--- src/rtl/assert_macros.svh ---
// Assertion macros shared by the tokenizer RTL.
// Each macro checks a property on the rising edge of aclk, outside of reset.
`ifndef ASSERT_MACROS_SVH
`define ASSERT_MACROS_SVH

// Property must hold at every clock edge while out of reset.
`define ASSERT_CLK(label, prop, msg) \
    label: assert property (@(posedge aclk) disable iff (!aresetn) (prop)) else $error(msg);

// Antecedent implies consequent in the next cycle.
`define ASSERT_NEXT(label, ante, cons, msg) \
    label: assert property (@(posedge aclk) disable iff (!aresetn) (ante) |=> (cons)) \
        else $error(msg);

`endif

--- src/rtl/sct_pkg.sv ---
// Package for the shell command tokenizer: scan modes, token codes, byte codes,
// and the token and bundle types passed from the lexer front to the emitter.
`timescale 1ns / 1ps

package sct_pkg;

    localparam logic [31:0] MAX_SOURCE_LEN = 32'd65535;
    localparam logic [15:0] LINE_LIMIT =
        (MAX_SOURCE_LEN < 32'd65535) ? MAX_SOURCE_LEN[15:0] : 16'hFFFF;

    localparam int QUEUE_DEPTH = 4;

    typedef enum logic [2:0] {
        MODE_IDLE    = 3'd0,
        MODE_AMP     = 3'd1,
        MODE_QUOTE   = 3'd2,
        MODE_COMMENT = 3'd3,
        MODE_ARG     = 3'd4
    } mode_t;

    localparam logic [2:0] TK_PIPE   = 3'd0;
    localparam logic [2:0] TK_AND_IF = 3'd1;
    localparam logic [2:0] TK_AMP    = 3'd2;
    localparam logic [2:0] TK_STRING = 3'd3;
    localparam logic [2:0] TK_EOD    = 3'd4;
    localparam logic [2:0] TK_ERROR  = 3'd5;

    localparam logic [7:0] CH_TAB     = 8'd9;
    localparam logic [7:0] CH_CR      = 8'd13;
    localparam logic [7:0] CH_NEWLINE = 8'd10;
    localparam logic [7:0] CH_SPACE   = 8'd32;
    localparam logic [7:0] CH_AMP     = 8'd38;
    localparam logic [7:0] CH_QUOTE   = 8'd39;
    localparam logic [7:0] CH_LPAREN  = 8'd40;
    localparam logic [7:0] CH_RPAREN  = 8'd41;
    localparam logic [7:0] CH_SEMI    = 8'd59;
    localparam logic [7:0] CH_PIPE    = 8'd124;
    localparam logic [7:0] CH_HASH    = 8'd35;

    typedef struct packed {
        logic [2:0]  kind;
        logic [15:0] offset;
        logic [15:0] length;
    } token_t;

    // Up to two tokens caused by one input item; count is 0, 1 or 2.
    typedef struct packed {
        logic [1:0] count;
        token_t     first;
        token_t     second;
    } bundle_t;

    localparam int TDATA_W = 40;

endpackage

--- src/rtl/sct_front.sv ---
// Lexer front end: accepts input items, tracks the scan mode and offsets,
// and forms a bundle of up to two tokens per item. Depends on sct_pkg.
`timescale 1ns / 1ps

module sct_front (
    input  logic             aclk,
    input  logic             aresetn,
    input  logic             in_accept,
    input  logic             in_end,
    input  logic [7:0]       in_byte,
    output logic             push,
    output sct_pkg::bundle_t push_bundle
);

    typedef struct packed {
        sct_pkg::mode_t mode;
        logic [15:0]    tbegin;
        logic           pipe;
    } start_t;

    sct_pkg::mode_t mode_reg, mode_next;
    logic [15:0]    pos_reg, pos_next;
    logic [15:0]    beg_reg, beg_next;

    function automatic logic is_ws(input logic [7:0] b);
        return (b == sct_pkg::CH_SPACE) || ((b >= sct_pkg::CH_TAB) && (b <= sct_pkg::CH_CR));
    endfunction

    function automatic logic ends_arg(input logic [7:0] b);
        return (b == sct_pkg::CH_SPACE) || (b == sct_pkg::CH_AMP) ||
               (b == sct_pkg::CH_PIPE) || (b == sct_pkg::CH_SEMI) ||
               (b == sct_pkg::CH_LPAREN) || (b == sct_pkg::CH_RPAREN);
    endfunction

    // Lexes a byte at a token start, from idle mode or where an ampersand or argument ends.
    function automatic start_t start_tok(input logic [7:0] b, input logic [15:0] p,
                                         input logic [15:0] cur_beg);
        start_t s;
        s.mode   = sct_pkg::MODE_IDLE;
        s.tbegin = cur_beg;
        s.pipe   = 1'b0;
        if (is_ws(b)) begin
            s.mode = sct_pkg::MODE_IDLE;
        end else if (b == sct_pkg::CH_PIPE) begin
            s.pipe = 1'b1;
        end else if (b == sct_pkg::CH_AMP) begin
            s.mode   = sct_pkg::MODE_AMP;
            s.tbegin = p;
        end else if (b == sct_pkg::CH_QUOTE) begin
            s.mode   = sct_pkg::MODE_QUOTE;
            s.tbegin = p + 16'd1;
        end else if (b == sct_pkg::CH_HASH) begin
            s.mode = sct_pkg::MODE_COMMENT;
        end else begin
            s.mode   = sct_pkg::MODE_ARG;
            s.tbegin = p;
        end
        return s;
    endfunction

    function automatic sct_pkg::bundle_t put_tok(input sct_pkg::bundle_t bin,
                                                 input logic [2:0] k,
                                                 input logic [15:0] off,
                                                 input logic [15:0] len);
        sct_pkg::bundle_t bo;
        sct_pkg::token_t  t;
        bo       = bin;
        t.kind   = k;
        t.offset = off;
        t.length = len;
        if (bin.count == 2'd0) begin
            bo.first = t;
            bo.count = 2'd1;
        end else begin
            bo.second = t;
            bo.count  = 2'd2;
        end
        return bo;
    endfunction

    always_comb begin
        sct_pkg::bundle_t bnd;
        start_t           st;
        bnd       = '0;
        st        = '0;
        mode_next = mode_reg;
        pos_next  = pos_reg;
        beg_next  = beg_reg;
        if (in_accept) begin
            if (in_end) begin
                case (mode_reg)
                    sct_pkg::MODE_AMP:   bnd = put_tok(bnd, sct_pkg::TK_AMP, beg_reg, 16'd1);
                    sct_pkg::MODE_QUOTE: bnd = put_tok(bnd, sct_pkg::TK_ERROR, 16'd0, 16'd0);
                    sct_pkg::MODE_ARG:
                        bnd = put_tok(bnd, sct_pkg::TK_STRING, beg_reg, pos_reg - beg_reg);
                    default: ;
                endcase
                bnd       = put_tok(bnd, sct_pkg::TK_EOD, pos_reg, 16'd0);
                mode_next = sct_pkg::MODE_IDLE;
                pos_next  = 16'd0;
                beg_next  = 16'd0;
            end else if (pos_reg < sct_pkg::LINE_LIMIT) begin
                pos_next = pos_reg + 16'd1;
                st       = start_tok(in_byte, pos_reg, beg_reg);
                case (mode_reg)
                    sct_pkg::MODE_AMP: begin
                        mode_next = sct_pkg::MODE_IDLE;
                        if (in_byte == sct_pkg::CH_AMP) begin
                            bnd = put_tok(bnd, sct_pkg::TK_AND_IF, beg_reg, 16'd2);
                        end else begin
                            bnd       = put_tok(bnd, sct_pkg::TK_AMP, beg_reg, 16'd1);
                            mode_next = st.mode;
                            beg_next  = st.tbegin;
                            if (st.pipe) begin
                                bnd = put_tok(bnd, sct_pkg::TK_PIPE, pos_reg, 16'd1);
                            end
                        end
                    end
                    sct_pkg::MODE_QUOTE: begin
                        if (in_byte == sct_pkg::CH_QUOTE) begin
                            bnd = put_tok(bnd, sct_pkg::TK_STRING, beg_reg, pos_reg - beg_reg);
                            mode_next = sct_pkg::MODE_IDLE;
                        end
                    end
                    sct_pkg::MODE_COMMENT: begin
                        if (in_byte == sct_pkg::CH_NEWLINE) begin
                            mode_next = sct_pkg::MODE_IDLE;
                        end
                    end
                    sct_pkg::MODE_ARG: begin
                        if (ends_arg(in_byte)) begin
                            bnd = put_tok(bnd, sct_pkg::TK_STRING, beg_reg, pos_reg - beg_reg);
                            mode_next = st.mode;
                            beg_next  = st.tbegin;
                            if (st.pipe) begin
                                bnd = put_tok(bnd, sct_pkg::TK_PIPE, pos_reg, 16'd1);
                            end
                        end
                    end
                    default: begin
                        mode_next = st.mode;
                        beg_next  = st.tbegin;
                        if (st.pipe) begin
                            bnd = put_tok(bnd, sct_pkg::TK_PIPE, pos_reg, 16'd1);
                        end
                    end
                endcase
            end
        end
        push_bundle = bnd;
        push        = bnd.count != 2'd0;
    end

    always_ff @(posedge aclk) begin
        if (!aresetn) begin
            mode_reg <= sct_pkg::MODE_IDLE;
            pos_reg  <= 16'd0;
            beg_reg  <= 16'd0;
        end else begin
            mode_reg <= mode_next;
            pos_reg  <= pos_next;
            beg_reg  <= beg_next;
        end
    end

endmodule

--- src/rtl/sct_queue.sv ---
// Small FIFO of token bundles between the lexer front and the token emitter.
// Depends on sct_pkg for the bundle type.
`timescale 1ns / 1ps

module sct_queue #(
    parameter int DEPTH = sct_pkg::QUEUE_DEPTH
) (
    input  logic             aclk,
    input  logic             aresetn,
    input  logic             push,
    input  sct_pkg::bundle_t push_bundle,
    input  logic             pop,
    output logic             full,
    output logic             empty,
    output sct_pkg::bundle_t head
);

    localparam int PTR_W = (DEPTH > 1) ? $clog2(DEPTH) : 1;
    localparam int CNT_W = $clog2(DEPTH + 1);
    localparam logic [PTR_W-1:0] PTR_LAST = PTR_W'(DEPTH - 1);
    localparam logic [CNT_W-1:0] CNT_FULL = CNT_W'(DEPTH);

    sct_pkg::bundle_t slot_reg [DEPTH];
    logic [PTR_W-1:0] wr_ptr_reg, wr_ptr_next;
    logic [PTR_W-1:0] rd_ptr_reg, rd_ptr_next;
    logic [CNT_W-1:0] count_reg, count_next;

    assign full  = count_reg == CNT_FULL;
    assign empty = count_reg == '0;
    assign head  = slot_reg[rd_ptr_reg];

    always_comb begin
        wr_ptr_next = wr_ptr_reg;
        rd_ptr_next = rd_ptr_reg;
        count_next  = count_reg;
        if (push) begin
            wr_ptr_next = (wr_ptr_reg == PTR_LAST) ? '0 : wr_ptr_reg + 1'b1;
        end
        if (pop) begin
            rd_ptr_next = (rd_ptr_reg == PTR_LAST) ? '0 : rd_ptr_reg + 1'b1;
        end
        if (push && !pop) begin
            count_next = count_reg + 1'b1;
        end else if (pop && !push) begin
            count_next = count_reg - 1'b1;
        end
    end

    always_ff @(posedge aclk) begin
        if (!aresetn) begin
            wr_ptr_reg <= '0;
            rd_ptr_reg <= '0;
            count_reg  <= '0;
        end else begin
            wr_ptr_reg <= wr_ptr_next;
            rd_ptr_reg <= rd_ptr_next;
            count_reg  <= count_next;
        end
    end

    always_ff @(posedge aclk) begin
        if (push) begin
            slot_reg[wr_ptr_reg] <= push_bundle;
        end
    end

endmodule

--- src/rtl/sct_back.sv ---
// Token emitter: takes bundles from the queue and sends their tokens one per
// cycle while m_tready is high, through a registered output stage. Depends on sct_pkg.
`timescale 1ns / 1ps

module sct_back (
    input  logic                        aclk,
    input  logic                        aresetn,
    input  logic                        empty,
    input  sct_pkg::bundle_t            head,
    output logic                        pop,
    output logic                        m_tvalid,
    input  logic                        m_tready,
    output logic [sct_pkg::TDATA_W-1:0] m_tdata,
    output logic                        m_tlast
);

    logic            valid_reg, valid_next;
    logic            second_reg, second_next;
    sct_pkg::token_t tok_reg, tok_next;
    logic            last_reg, last_next;
    logic            load;
    logic            is_last;

    always_comb begin
        load        = !empty && (!valid_reg || m_tready);
        is_last     = second_reg || (head.count != 2'd2);
        pop         = load && is_last;
        valid_next  = valid_reg;
        second_next = second_reg;
        tok_next    = tok_reg;
        last_next   = last_reg;
        if (load) begin
            valid_next  = 1'b1;
            tok_next    = second_reg ? head.second : head.first;
            last_next   = is_last;
            second_next = !is_last;
        end else if (m_tready) begin
            valid_next = 1'b0;
        end
    end

    always_ff @(posedge aclk) begin
        if (!aresetn) begin
            valid_reg  <= 1'b0;
            second_reg <= 1'b0;
        end else begin
            valid_reg  <= valid_next;
            second_reg <= second_next;
        end
    end

    always_ff @(posedge aclk) begin
        tok_reg  <= tok_next;
        last_reg <= last_next;
    end

    assign m_tvalid = valid_reg;
    assign m_tdata  = {5'd0, tok_reg.length, tok_reg.offset, tok_reg.kind};
    assign m_tlast  = last_reg;

endmodule

--- src/rtl/shell_command_tokenizer_top.sv ---
// Shell command tokenizer: one byte item per cycle in, one token per cycle out
// while m_tready is high. An item is lexed in the cycle it is accepted and its
// tokens (zero, one or two) go into a queue of QUEUE_DEPTH bundles; the emitter
// drains one token per cycle, so input rate stays one item per cycle while the
// queue has room; an item that yields two tokens stays at the queue head until
// both are loaded into the output register, which every token passes through.
// Depends on sct_pkg and the front, queue and back modules.
`timescale 1ns / 1ps

`include "assert_macros.svh"

module shell_command_tokenizer_top #(
    parameter int QUEUE_DEPTH = sct_pkg::QUEUE_DEPTH
) (
    input  logic                        aclk,
    input  logic                        aresetn,
    input  logic                        s_tvalid,
    output logic                        s_tready,
    input  logic [7:0]                  s_tdata,  // [7:0] char_byte
    input  logic [0:0]                  s_tuser,  // [0] kind: 0 byte, 1 end of source
    output logic                        m_tvalid,
    input  logic                        m_tready,
    output logic [sct_pkg::TDATA_W-1:0] m_tdata,  // [2:0] token_kind, [18:3] token_offset,
                                                  // [34:19] token_length, [39:35] zero
    output logic                        m_tlast   // last_of_run
);

    logic             in_accept;
    logic             q_push;
    logic             q_pop;
    logic             q_full;
    logic             q_empty;
    sct_pkg::bundle_t push_bundle;
    sct_pkg::bundle_t q_head;

    assign s_tready  = !q_full;
    assign in_accept = s_tvalid && s_tready;

    sct_front u_front (
        .aclk        (aclk),
        .aresetn     (aresetn),
        .in_accept   (in_accept),
        .in_end      (s_tuser[0]),
        .in_byte     (s_tdata),
        .push        (q_push),
        .push_bundle (push_bundle)
    );

    sct_queue #(
        .DEPTH (QUEUE_DEPTH)
    ) u_queue (
        .aclk        (aclk),
        .aresetn     (aresetn),
        .push        (q_push),
        .push_bundle (push_bundle),
        .pop         (q_pop),
        .full        (q_full),
        .empty       (q_empty),
        .head        (q_head)
    );

    sct_back u_back (
        .aclk     (aclk),
        .aresetn  (aresetn),
        .empty    (q_empty),
        .head     (q_head),
        .pop      (q_pop),
        .m_tvalid (m_tvalid),
        .m_tready (m_tready),
        .m_tdata  (m_tdata),
        .m_tlast  (m_tlast)
    );

    // The front only writes when the queue has room.
    `ASSERT_CLK(a_no_push_full, !q_push || !q_full, "bundle pushed into a full queue")
    // With nothing queued and nothing shown, no token may appear.
    `ASSERT_NEXT(a_no_phantom, q_empty && !m_tvalid, !m_tvalid, "token appeared from nowhere")
    // An end item always yields at least the end_of_data token.
    `ASSERT_NEXT(a_end_yields, in_accept && s_tuser[0], !q_empty || m_tvalid,
                 "end item produced no token")

endmodule

--- config.mk ---
export PLATFORM = sky130hd
export DESIGN_NAME = shell_command_tokenizer_top
export DESIGN_NICKNAME = d
export VERILOG_FILES = /design/src/rtl/sct_pkg.sv /design/src/rtl/sct_front.sv /design/src/rtl/sct_queue.sv /design/src/rtl/sct_back.sv /design/src/rtl/shell_command_tokenizer_top.sv
export VERILOG_INCLUDE_DIRS = /design/src /design/src/rtl
export SDC_FILE = /design/constraint.sdc
export NUM_CORES = 1
export LEC_CHECK = 0
export BUFFER_PORTS_ARGS = -buffer_cell sky130_fd_sc_hd__buf_2
export CORE_MARGIN = 1
export CORE_UTILIZATION = 60
export CTS_CLUSTER_DIAMETER = 50
export DETAILED_ROUTE_END_ITERATION = 10
export PLACE_DENSITY = 0.78
export SLEW_MARGIN = 10
export SYNTH_ARGS = -nofsm -noshare
export SYNTH_HDL_FRONTEND = slang
export SYNTH_SLANG_ARGS = --single-unit
--- constraint.sdc ---
create_clock -name aclk -period 9.6 [get_ports aclk]
set_clock_uncertainty 0.2 [all_clocks]
set_input_delay 0.48 -clock aclk [delete_from_list [all_inputs] [get_ports aclk]]
set_output_delay 0.48 -clock aclk [all_outputs]
set_load 0.01 [all_outputs]
# Word-level counts from Yosys, hierarchy flattened
# Memory sizes are Yosys's and may differ from the RTL's. A register that Yosys moved wholly into a read port is not among the register bits.
# Index checks and enable logic that the tools add are counted.
[word_totals]
memories = 1
regBits = 80
elab_cells = 144
ram_bits = 288
[mem_list]
columns = ["memory", "depth", "width", "read_ports", "rd_clocked_by_memory_dff", "write_ports", "line_no", "rtl"]
rows = [
  ["u_queue.slot_reg", 4, 72, 1, 1, 1, "sct_queue.sv:23", "sct_pkg::bundle_t slot_reg [DEPTH];"],
]
[classes]
n_lt_le_gt_ge = 3
addsub = 6
mux = 68
n_reduce_logical = 32
n_eq_ne = 22
[op_table]
columns = ["cell", "count"]
rows = [
  ["$mux 72", 9],
  ["$mux 37", 10],
  ["$pmux 72 s4", 1],
  ["$pmux 71 s3", 1],
  ["$mux 35", 5],
  ["$mux 71", 2],
  ["$mux 16", 7],
  ["$mux 17", 4],
  ["$mux 32", 2],
  ["$mux 19", 3],
  ["$eq 8x6->1 const B", 7],
  ["$pmux 16 s3", 1],
  ["$mux 3", 10],
  ["$add 16x1->16 const B", 1],
  ["$lt 16x16->1 const B", 1],
  ["$sub 16x16->16", 1],
  ["$mux 2", 7],
  ["$pmux 3 s4", 1],
  ["$reduce_and 5->1", 2],
  ["$ne 3x2->1 const B", 3],
  ["$eq 8x4->1 const B", 1],
  ["$eq 8x7->1 const B", 1],
  ["$ge 8x4->1 const B", 1],
  ["$le 8x4->1 const B", 1],
  ["19 further kinds", 49],
]

# Depth between registers and ports, before layout
# Gate-level depths: netlist (run 1).
[depth]
depth_word = 24
ltp_mapped = 14

# Cells and area by module
# From an unflattened synthesis (run 1), not the netlist that was laid out.
[hier_totals]
hier_cells = 1104
hier_area_um2 = 17016.3
[by_module_without_submodules]
columns = ["module", "cells_each", "instances", "area_per_inst_um2"]
rows = [
  ["sct_queue", 420, 1, 10925.5],
  ["sct_front", 589, 1, 4290.4],
  ["sct_back", 93, 1, 1790.5],
  ["shell_command_tokenizer_top", 2, 1, 10.0],
]

# Least setup slack after synthesis (run 1)
# No wires, ideal clock.
[synth_path]
path_type = "input to register"
start = "input s_tdata[1]"
end = "memory u_queue.slot_reg[0][0] (netlist bit) (enable)"
required_time_ps = 8925
setup_ps = 475
stages = 7
path_slack_ps = 4466
path_buffers = 1
arrival_time_ps = 4459
path_cell_list = "buf_4 -> or2_2 -> a2111oi_2 -> nor4_2 -> o31ai_1 -> a21oi_1 -> nor2b_1"
[synth_via]
elab_chain_cells = 16
elab_cells_between_ends = 34
[synth_rtl]
columns = ["element", "line_no", "rtl"]
rows = [
  ["from (decl)", "shell_command_tokenizer_top.sv:19", "input logic [7:0] s_tdata,"],
  ["$ge 8x4->1 or $le 8x4->1 (tied branches)", "sct_front.sv:26", "return (b == sct_pkg::CH_SPACE) || ((b >= sct_pkg::CH_TAB) && (b <= sct_pkg::CH_CR));"],
  ["$logic_and 1x1->1", "sct_front.sv:26", ""],
  ["$logic_or 1x1->1", "sct_front.sv:26", ""],
  ["$mux 17", "sct_front.sv:42", "if (is_ws(b)) begin"],
  ["$mux 17", "sct_front.sv:102", "end else if (pos_reg < sct_pkg::LINE_LIMIT) begin"],
  ["$mux 17", "sct_front.sv:90", "if (in_end) begin"],
  ["$mux 17", "sct_front.sv:89", "if (in_accept) begin"],
  ["$mux 72 (on tied branches)", "sct_front.sv:135, sct_front.sv:114", ""],
  ["$mux 72 (on tied branches)", "sct_front.sv:131, sct_front.sv:108", ""],
  ["$pmux 72 s4 *", "sct_front.sv:105", "case (mode_reg)"],
  ["$mux 72 *", "sct_front.sv:102", ""],
  ["$mux 72 *", "sct_front.sv:90", ""],
  ["$mux 72 *", "sct_front.sv:89", ""],
  ["$reduce_bool 2->1 *", "sct_front.sv:151", "push = bnd.count != 2'd0;"],
  ["$mux 1 *", "sct_queue.sv:62", "if (push) begin"],
  ["$mux 1 (not written as such) *", "sct_queue.sv:63", "slot_reg[wr_ptr_reg] <= push_bundle;"],
  ["to (decl)", "sct_queue.sv:23", ""],
]
# Every way passes the cells marked *; elsewhere a longest branch is shown, timed or not. The select of a mux whose other input is x is not followed.

==> results of run 1 <==
## through the flow
step,hold WS [ps],cells,worst slack (ps),util [%]
after floorplan,263.4,1010,4466,-
after global placement,268.5,1288,5762,64.14
after detailed placement,278.0,1288,5641,64.14
after CTS,17.09,1345,5637,69.12
after global routing,60.07,1345,5318,69.12
final,35.37,1345,5581,69.12
## path summary, 6_finish.rpt
| check | start | endpoint | slack, ps | cells past startpoint |
|---|---|---|---|---|
| worst max-delay path | u_front.pos_reg[1] | u_queue.slot_reg[2][30] | 5580 | 7 |
| worst min-delay path | m_tready | u_back.m_tvalid | 40 | 4 |
| worst max register to register | u_front.pos_reg[1] | u_queue.slot_reg[2][30] | 5580 | 7 |
| worst min register to register | u_queue.rd_ptr_reg[0] | register | 290 | 2 |
## final cells by class
type	instances	area, µm²	share of cell area, %
clock inverter	22	290.3	1.901
sequential	302	8613	56.40
multi-input combinational	606	4710	30.84
clock buffer	35	810.8	5.309
inverter	34	127.6	0.8357
tap	280	350.3	2.294
timing repair buffer	66	370.4	2.425
## kinds of logic (layout without fill, tap and decap cells)
family / Yosys count / count (layout)
adders and majority gates: 24 / 24
other: 1 / 5
and+or+nand+nor: 318 / 318
muxes: 61 / 61
AOI/OAI and AO/OA: 170 / 170
DFF: 302 / 302
buffers and inverters: 102 / 157
xor gates and xnor gates: 28 / 28
## cells in the mapped netlist, types with 3 or more instances
library cell	instances	area [µm²]
edfxtp_1	256	7687
nand2_1	107	401.6
nor2_1	54	202.7
mux4_2	53	1194
dfxtp_1	46	920.9
clkbuf_1	40	150.1
a21oi_1	39	195.2
and2_1	33	206.5
inv_1	33	123.9
nor3_1	30	150.1
nand3_1	27	135.1
a221oi_1	24	210.2
ha_1	22	275.3
o21ai_0	20	100.1
xnor2_1	17	148.9
buf_2	14	70.07
or3_1	13	81.33
o31ai_1	12	90.09
xor2_1	11	96.34
a311oi_1	10	87.58
a21o_1	8	60.06
nand2b_1	8	50.05
nor2b_1	8	50.05
o2bb2ai_1	8	70.07
mux2i_1	7	70.07
o21a_1	7	52.55
a211oi_1	6	45.04
buf_1	6	22.52
buf_4	6	45.04
nand3b_1	6	45.04
and3_1	5	31.28
o211ai_1	5	37.54
a31oi_1	4	25.02
nand4_1	3	18.77
nor4_2	3	37.54
o22ai_1	3	18.77
or2_2	3	18.77
or4_1	3	22.52
## worst reg2reg max path: cells and delay by family, from the launching register on
family | cells | cell delay, ps
and+or+nand+nor | 5 | 2410
AOI/OAI and AO/OA | 1 | 490
DFF | 1 | 430
adders and majority gates | 1 | 290
## routing by layer
| metal | GRT usage (%) | vias to the layer above | routed length (µm) |
|---|---|---|---|
| met4 | 10.15 | 0 | 981 |
| met2 | 42.92 | 392 | 14290 |
| met1 | 35.50 | 4325 | 12280 |
| met5 | 0 | - | 0 |
| met3 | 4.253 | 71 | 2304 |
| li1 | - | 3909 | - |
## power by group
group / internal, W / leakage [nW] / switching, W
clock network: 0.000774 / 0.547 / 0.000504
logic: 0.000307 / 1.80 / 0.000435
registers: 0.00163 / 2.79 / 0.0000558
==> flow_summary.yaml, run 1 <==
sta:
  setup_viol: 0
  max_freq_ghz: 0.2488
  setup_tns_ps: 0
  rsz0062_at_grt: "false"
  timing.final.crit_period_ps: 4019
  finalMaxSlewViolations: 0
  finalCritPeriodShare_pct: 41.87
  tightest_slew_ps: 1165
  timing_hold_violations_final: 0
  maxSlewHeadroom_pct: 21.59
logic_synthesis:
  synth_fa_ha_area_share_pct: 2.302
  synth_top_family_by_area: "simple AND/OR/NAND/NOR gates"
  synth-xor-area-share_pct: 1.791
  synth_compound_area_share_pct: 8.889
  synth-warning-count: 0
  synth_ff_type: "edfxtp_1"
  ys_types: 72
  synth_seq_cells: 302
  async_flop_share_pct: 0
  synthSimpleGateAreaFrac_pct: 11.63
  synthCells: 1006
  syn_avg_cell_area_um2: 13.61
  yosysSeqAreaShare_pct: 62.85
  synth_edf_count: 256
  synthMuxAreaShare_pct: 9.309
  syn_area_mm2: 0.01370
cts:
  cts_buffers: 31
  clk_pin_slew_ps: 70
  clock-sinks: 302
  clk_latency_ps: 550
  cts_buffer_depth: 3
  htreeDepth: 1
  ctsResizeCount: 0
  cts_tree: "yes"
  cts_root_buffer: "clkbuf_16"
  post_cts_buffers: 0
  holdBufCountCts: 0
layout:
  largest_register_ffs: 220
  diodes: 0
  final_cell_mix: "256 x edfxtp_1, 107 x nand2_1, 54 x nor2_1"
  area_delta_synth_final_pct: 11.51
  final_nets: 1078
  design_area_mm2: 0.01527
  final_common_cell: "edfxtp_1"
  fill_cells: 1495
  drive_above_1_share_pct: 18.97
placement:
  portBuffers: 50
  place_congestion: 0.9415
  post-dp-hpwl_mm: 17.81
  place_area_mm2: 0.01417
critical_path:
  cp_max_fo: 20
  cp_top_family: "simple AND/OR/NAND/NOR gates"
  cp-end-kind: "register"
  max_stage_delay_ps: 1020
  worst-path-buf-inv: 0
  crit_path_top_delay_cell: "nor4_1"
  required_ps: 9760
  crit_arrival_ps: 4180
  path_cells: "ha_1 -> nand3_1 -> nor4_2 -> a211o_1 -> nor4_1 -> or2_1 -> and2_1"
  startpoint_type: "register"
  crit_type: "reg2reg"
detailed_routing:
  drc_errors: 0
  wl_mm: 29.86
  dr.pass1.iters: 5
  ant_nets: 0
  vias: 8697
  viasPerCell: 6.466
  drtIter0Drc: 600
  wl_per_cell_um: 22.20
global_routing:
  globalRouteOverflowTotal: 0
  grt_pass1_wl_mm: 47.56
  grt_pass1_vias: 8690
  grt_start_max_net_pins: 56
  grt_use_total_pct: 26.22
  antenna_found_initial: 0
run:
  cap_violations: 0
power:
  vdd_ir_drop_max_v: 0.0003495
  p_leak_nw: 5.143
  powerDensity_mw_per_mm2: 242.8
  p_total_w: 0.003708
worst_hold_path:
  hp-class: "in2reg"
run_status:
  status: "finished, final reports clean"
floorplanning:
  core_area_mm2: 0.02209
  ios: 56
  start_util_pct: 61.99
  num_rows: 54
  die-area_mm2: 0.02343
  die_x_um: 153.1
  die_y_um: 153.1
Power figures use the tool's default switching activity.
==> run 2, diff against run 1 <==
CORE_UTILIZATION = 56   (was 60)
PLACE_DENSITY = 0.76   (was 0.78)
clock period = 3.6 ns   (was 9.6 ns; I/O delays follow)
==> flow_summary.yaml, run 2 (synthesis gave the netlist of run 1 again) <==
sta:
  layout_setup_ws_ps: 426.0
  maxSlewHeadroom_pct: 46.82
  finalMaxSlewViolations: 0
  whs_ps: 41.47
  timing_hold_violations_final: 0
  finalCritPeriodShare_pct: 88.17
  timing.final.crit_period_ps: 3174
  setup_viol: 0
  max_freq_ghz: 0.3151
  rsz0062_at_grt: "false"
  tightest_slew_ps: 797.7
cts:
  htreeDepth: 2
  ctsResizeCount: 0
  post_cts_buffers: 0
  cts_buffer_depth: 3
  cts_buffers: 35
  clk_pin_slew_ps: 60
  clk_latency_ps: 510
  clock-sinks: 302
  cts_root_buffer: "clkbuf_16"
  cts_tree: "yes"
  holdBufCountCts: 4
critical_path:
  crit_arrival_ps: 3410
  cp-end-kind: "register"
  startpoint_type: "register"
  ff2ff_setup_slack_ps: 430
  required_ps: 3840
  cp_max_fo: 5
  crit_type: "reg2reg"
layout:
  fill_cells: 1650
  drive_above_1_share_pct: 21.68
  largest_register_ffs: 220
  final_cell_mix: "256 x edfxtp_1, 107 x nand2_1, 54 x nor2_1"
  area_delta_synth_final_pct: 15.23
  final_nets: 1129
  instances_no_fill: 1435
  diodes: 0
  design_area_mm2: 0.01578
  final_common_cell: "edfxtp_1"
global_routing:
  grt_start_max_net_pins: 53
  grt_pass1_wl_mm: 48.00
  grt_use_total_pct: 25.57
  globalRouteOverflowTotal: 0
  antenna_found_initial: 0
  grt_pass1_vias: 8835
floorplanning:
  core_area_mm2: 0.02375
  num_rows: 56
  die_y_um: 158.4
  ios: 56
  die_x_um: 158.4
  die-area_mm2: 0.02509
  start_util_pct: 57.66
placement:
  place_congestion: 0.9473
  post-dp-hpwl_mm: 19.35
  place_area_mm2: 0.01463
  placedCellCount: 1370
  portBuffers: 50
  dpl_worst_slack_ps: 237.6
run_status:
  status: "finished, final reports clean"
detailed_routing:
  vias: 8764
  viasPerCell: 6.107
  drc_errors: 0
  wl_per_cell_um: 21.13
  dr.pass1.iters: 5
  drtIter0Drc: 745
  wl_mm: 30.32
  ant_nets: 0
power:
  vdd_ir_drop_max_v: 0.0004128
  p_leak_nw: 5.404
  powerDensity_mw_per_mm2: 628.1
run:
  cap_violations: 0
worst_hold_path:
  hp-class: "in2reg"
[run 2: changes by cell type in the layout (fill, tap and decap cells not counted), sizes merged]
cell	change
bufinv	-5
inv	+1
dlygate4sd3	+4
clkbuf	+6
clkinv	+2
buf	+43
[run 2: where the power goes]
part	leakage (nW)	switching, W	internal [W]
Combinational	2.07	0.00114	0.000870
Clock	0.546	0.00141	0.00199
Sequential	2.79	0.000160	0.00435
[run 2: worst max-delay path, cell delays in order, from the launching register on]
cell	delay [ps]
dfxtp_1	310
ha_1	250
nand3_1	200
nor4_2	90
a211o_1	320
o41ai_1	320
a21oi_1	110
inv_1	80
ha_1	180
inv_1	60
fa_1	370
xor2_1	160
or3_1	310
a21oi_1	140
[run 2: layout make-up]
type	instances	area, µm²	share of cell area [%]
flip-flops and latches	302	8613	54.58
multi-input cells	606	4706	29.82
clock buffers	41	950.9	6.026
repair buffers	113	820.8	5.201
well taps	319	399.1	2.529
clock inverters	20	163.9	1.039
inverters	34	127.6	0.8087
[run 2: routing by layer]
metal | global-route usage [%] | up-vias | share of wire [%]
met5 | 0 | - | 0
met4 | 11.40 | 0 | 3.6
met3 | 3.919 | 72 | 6.5
met2 | 40.87 | 351 | 48
met1 | 34.87 | 4333 | 42
li1 | - | 4008 | -
[run 2: stage by stage]
step	util [%]	power, W	TNS [ps]
after floorplan	-	0.005915	-51480
after global placement	61.58	0.006556	0
after detailed placement	61.58	0.006614	0
after CTS	66.44	0.01001	0
after global routing	66.44	0.01036	0
final	66.44	0.009912	0
[run 2: path summary, 6_finish.rpt]
path,from,end,cells after the start
worst max-delay path,u_front.pos_reg[0],u_queue.count_reg[2],13
worst min-delay path,s_tdata[0],u_front.mode_reg[1],5
worst max register to register,u_front.pos_reg[0],u_queue.count_reg[2],13
worst min register to register,u_queue.rd_ptr_reg[0],register,2
==> run 3, diff against run 2 <==
BUFFER_PORTS_ARGS = -buffer_cell sky130_fd_sc_hd__buf_4   (was -buffer_cell sky130_fd_sc_hd__buf_2)
CELL_PAD_IN_SITES_DETAIL_PLACEMENT = 1   (was unset)
CELL_PAD_IN_SITES_GLOBAL_PLACEMENT = 1   (was unset)
CORE_UTILIZATION = 47   (was 56)
PLACE_DENSITY = unset   (was 0.76)
PLACE_DENSITY_LB_ADDON = 0.1   (was unset)
==> flow_summary.yaml, run 3 (synthesis gave the netlist of run 1 again) <==
run_status:
  status: "finished, final reports clean"
global_routing:
  antenna_found_initial: 0
  globalRouteOverflowTotal: 0
  grt_pass1_vias: 9160
  grt_use_total_pct: 23.01
  grt_start_max_net_pins: 42
  grt_pass1_wl_mm: 52.99
layout:
  drive_above_1_share_pct: 22.59
  diodes: 0
  largest_register_ffs: 220
  area_delta_synth_final_pct: 17.64
  fill_cells: 2820
  instances_no_fill: 1517
  regArea_mm2: 0.008613
  final_common_cell: "edfxtp_1"
  multiInputGateArea_mm2: 0.004706
  final_nets: 1142
  design_area_mm2: 0.01611
  final_cell_mix: "256 x edfxtp_1, 115 x buf_4, 107 x nand2_1"
  final_util_pct: 56.13
worst_hold_path:
  min_path_cells: 4
  min_to: "u_front.mode_reg[0]"
  hp-class: "in2reg"
  worstHoldStart: "s_tdata[2]"
sta:
  tightest_slew_ps: 837.5
  timing.final.crit_period_ps: 3248
  rsz0062_at_grt: "false"
  max_freq_ghz: 0.3079
  layout_setup_ws_ps: 352.3
  setup_viol: 0
  finalMaxSlewViolations: 0
  finalCritPeriodShare_pct: 90.21
  timing_hold_violations_final: 0
  maxSlewHeadroom_pct: 44.17
detailed_routing:
  vias: 8792
  drc_errors: 0
  wl_per_cell_um: 22.40
  dr.pass1.iters: 7
  drtIter0Drc: 665
  ant_nets: 0
  viasPerCell: 5.796
  wl_mm: 33.98
floorplanning:
  start_util_pct: 47.72
  num_rows: 62
  die_y_um: 172.7
  die-area_mm2: 0.02983
  core_area_mm2: 0.02870
  die_x_um: 172.7
  ios: 56
placement:
  dpl_worst_slack_ps: 239.3
  portBuffers: 50
  place_congestion: 0.8672
  placedCellCount: 1446
  place_area_mm2: 0.01489
  post-dp-hpwl_mm: 22.69
power:
  p_total_w: 0.01026
  vdd_ir_drop_max_v: 0.0004014
  p_leak_nw: 5.533
  powerDensity_mw_per_mm2: 636.8
cts:
  cts_buffers: 37
  cts_tree: "yes"
  ctsResizeCount: 0
  clk_latency_ps: 520
  post_cts_buffers: 0
  cts_buffer_depth: 3
  clk_pin_slew_ps: 50
  htreeDepth: 2
  cts_root_buffer: "clkbuf_16"
  holdBufCountCts: 4
  clock-sinks: 302
critical_path:
  required_ps: 3660
  ff2ff_setup_slack_ps: 350
  startpoint_type: "register"
  crit_arrival_ps: 3310
  rr_startpoint: "u_front.pos_reg[0]"
  crit_type: "reg2reg"
  path_cells: "buf_4 -> inv_1 -> ha_1 -> inv_1 -> fa_1 -> a211oi_1 -> nor2_1 -> a41oi_1 -> a211oi_1 -> o21a_1 -> nor3_1"
  max_stage_delay_ps: 480
  worst-path-buf-inv: 3
  cp_max_fo: 7
  cp-end-kind: "register"
  r2r-end: "u_queue.slot_reg[0][49]"
  cp_top_family: "compound AO/OA/AOI/OAI gates"
  crit_path_top_delay_cell: "fa_1"
  reg2reg_depth: 11
run:
  cap_violations: 0
==> run 3: changes by cell type in the layout (fill, tap and decap cells not counted), sizes merged <==
| cell | change |
|---|---|
| buf | +11 |
| bufinv | +1 |
| clkbuf | +6 |
| clkinv | -1 |
| clkinvlp | +1 |
| inv | -1 |
==> run 3: cell type report <==
type / instances / share of cell area (%)
Inverter: 34 / 0.7921
Timing Repair Buffer: 124 / 6.228
Sequential cell: 302 / 53.46
Clock inverter: 20 / 1.087
Tap cell: 384 / 2.982
Clock buffer: 47 / 6.244
Multi-Input combinational cell: 606 / 29.21
==> run 3: per-layer routing <==
metal / global-route usage, % / vias up / share of wire, %
met4: 6.527 / 0 / 2.1
met2: 38.88 / 180 / 49
met1: 31.33 / 4537 / 46
met3: 3.034 / 44 / 3.3
met5: 0 / - / 0
li1: - / 4031 / -
==> run 3: per-stage QoR <==
step                setup TNS [ps]  hold slack (ps)
CTS                              0            30.32
detailed placement               0            286.3
floorplan                   -51480            172.4
global placement                 0            274.8
global route                     0            64.96
finish                           0            29.45
==> run 3: worst max-delay path by stage <==
stage	slack [ps]	to	from	cells past startpoint
finish	350	u_queue.slot_reg[0][49]	u_front.pos_reg[0]	11
global route	140	u_queue.count_reg[2]	u_front.pos_reg[0]	14
CTS	330	u_queue.slot_reg[0][49]	u_front.pos_reg[0]	11
detailed placement	240	u_queue.count_reg[2]	s_tdata[4]	13
global placement	270	u_queue.count_reg[2]	s_tdata[4]	13
floorplan	-230	u_queue.slot_reg[3][0]	s_tdata[1]	7
==> run 3: worst reg2reg max path, delay by kind of cell (launching register included) <==
family	cells	cell delay (ps)
flip-flops	1	310
AO/OA/AOI/OAI	4	1010
AND/OR/NAND/NOR	2	510
adder cells (fa/ha/maj)	2	650
buffers and inverters	3	310
==> run 3: report_power, final <==
| part | internal, W | leakage, nW | switching, W |
|---|---|---|---|
| clock network | 0.00214 | 0.576 | 0.00143 |
| registers | 0.00435 | 2.79 | 0.000138 |
| logic | 0.000984 | 2.17 | 0.00121 |
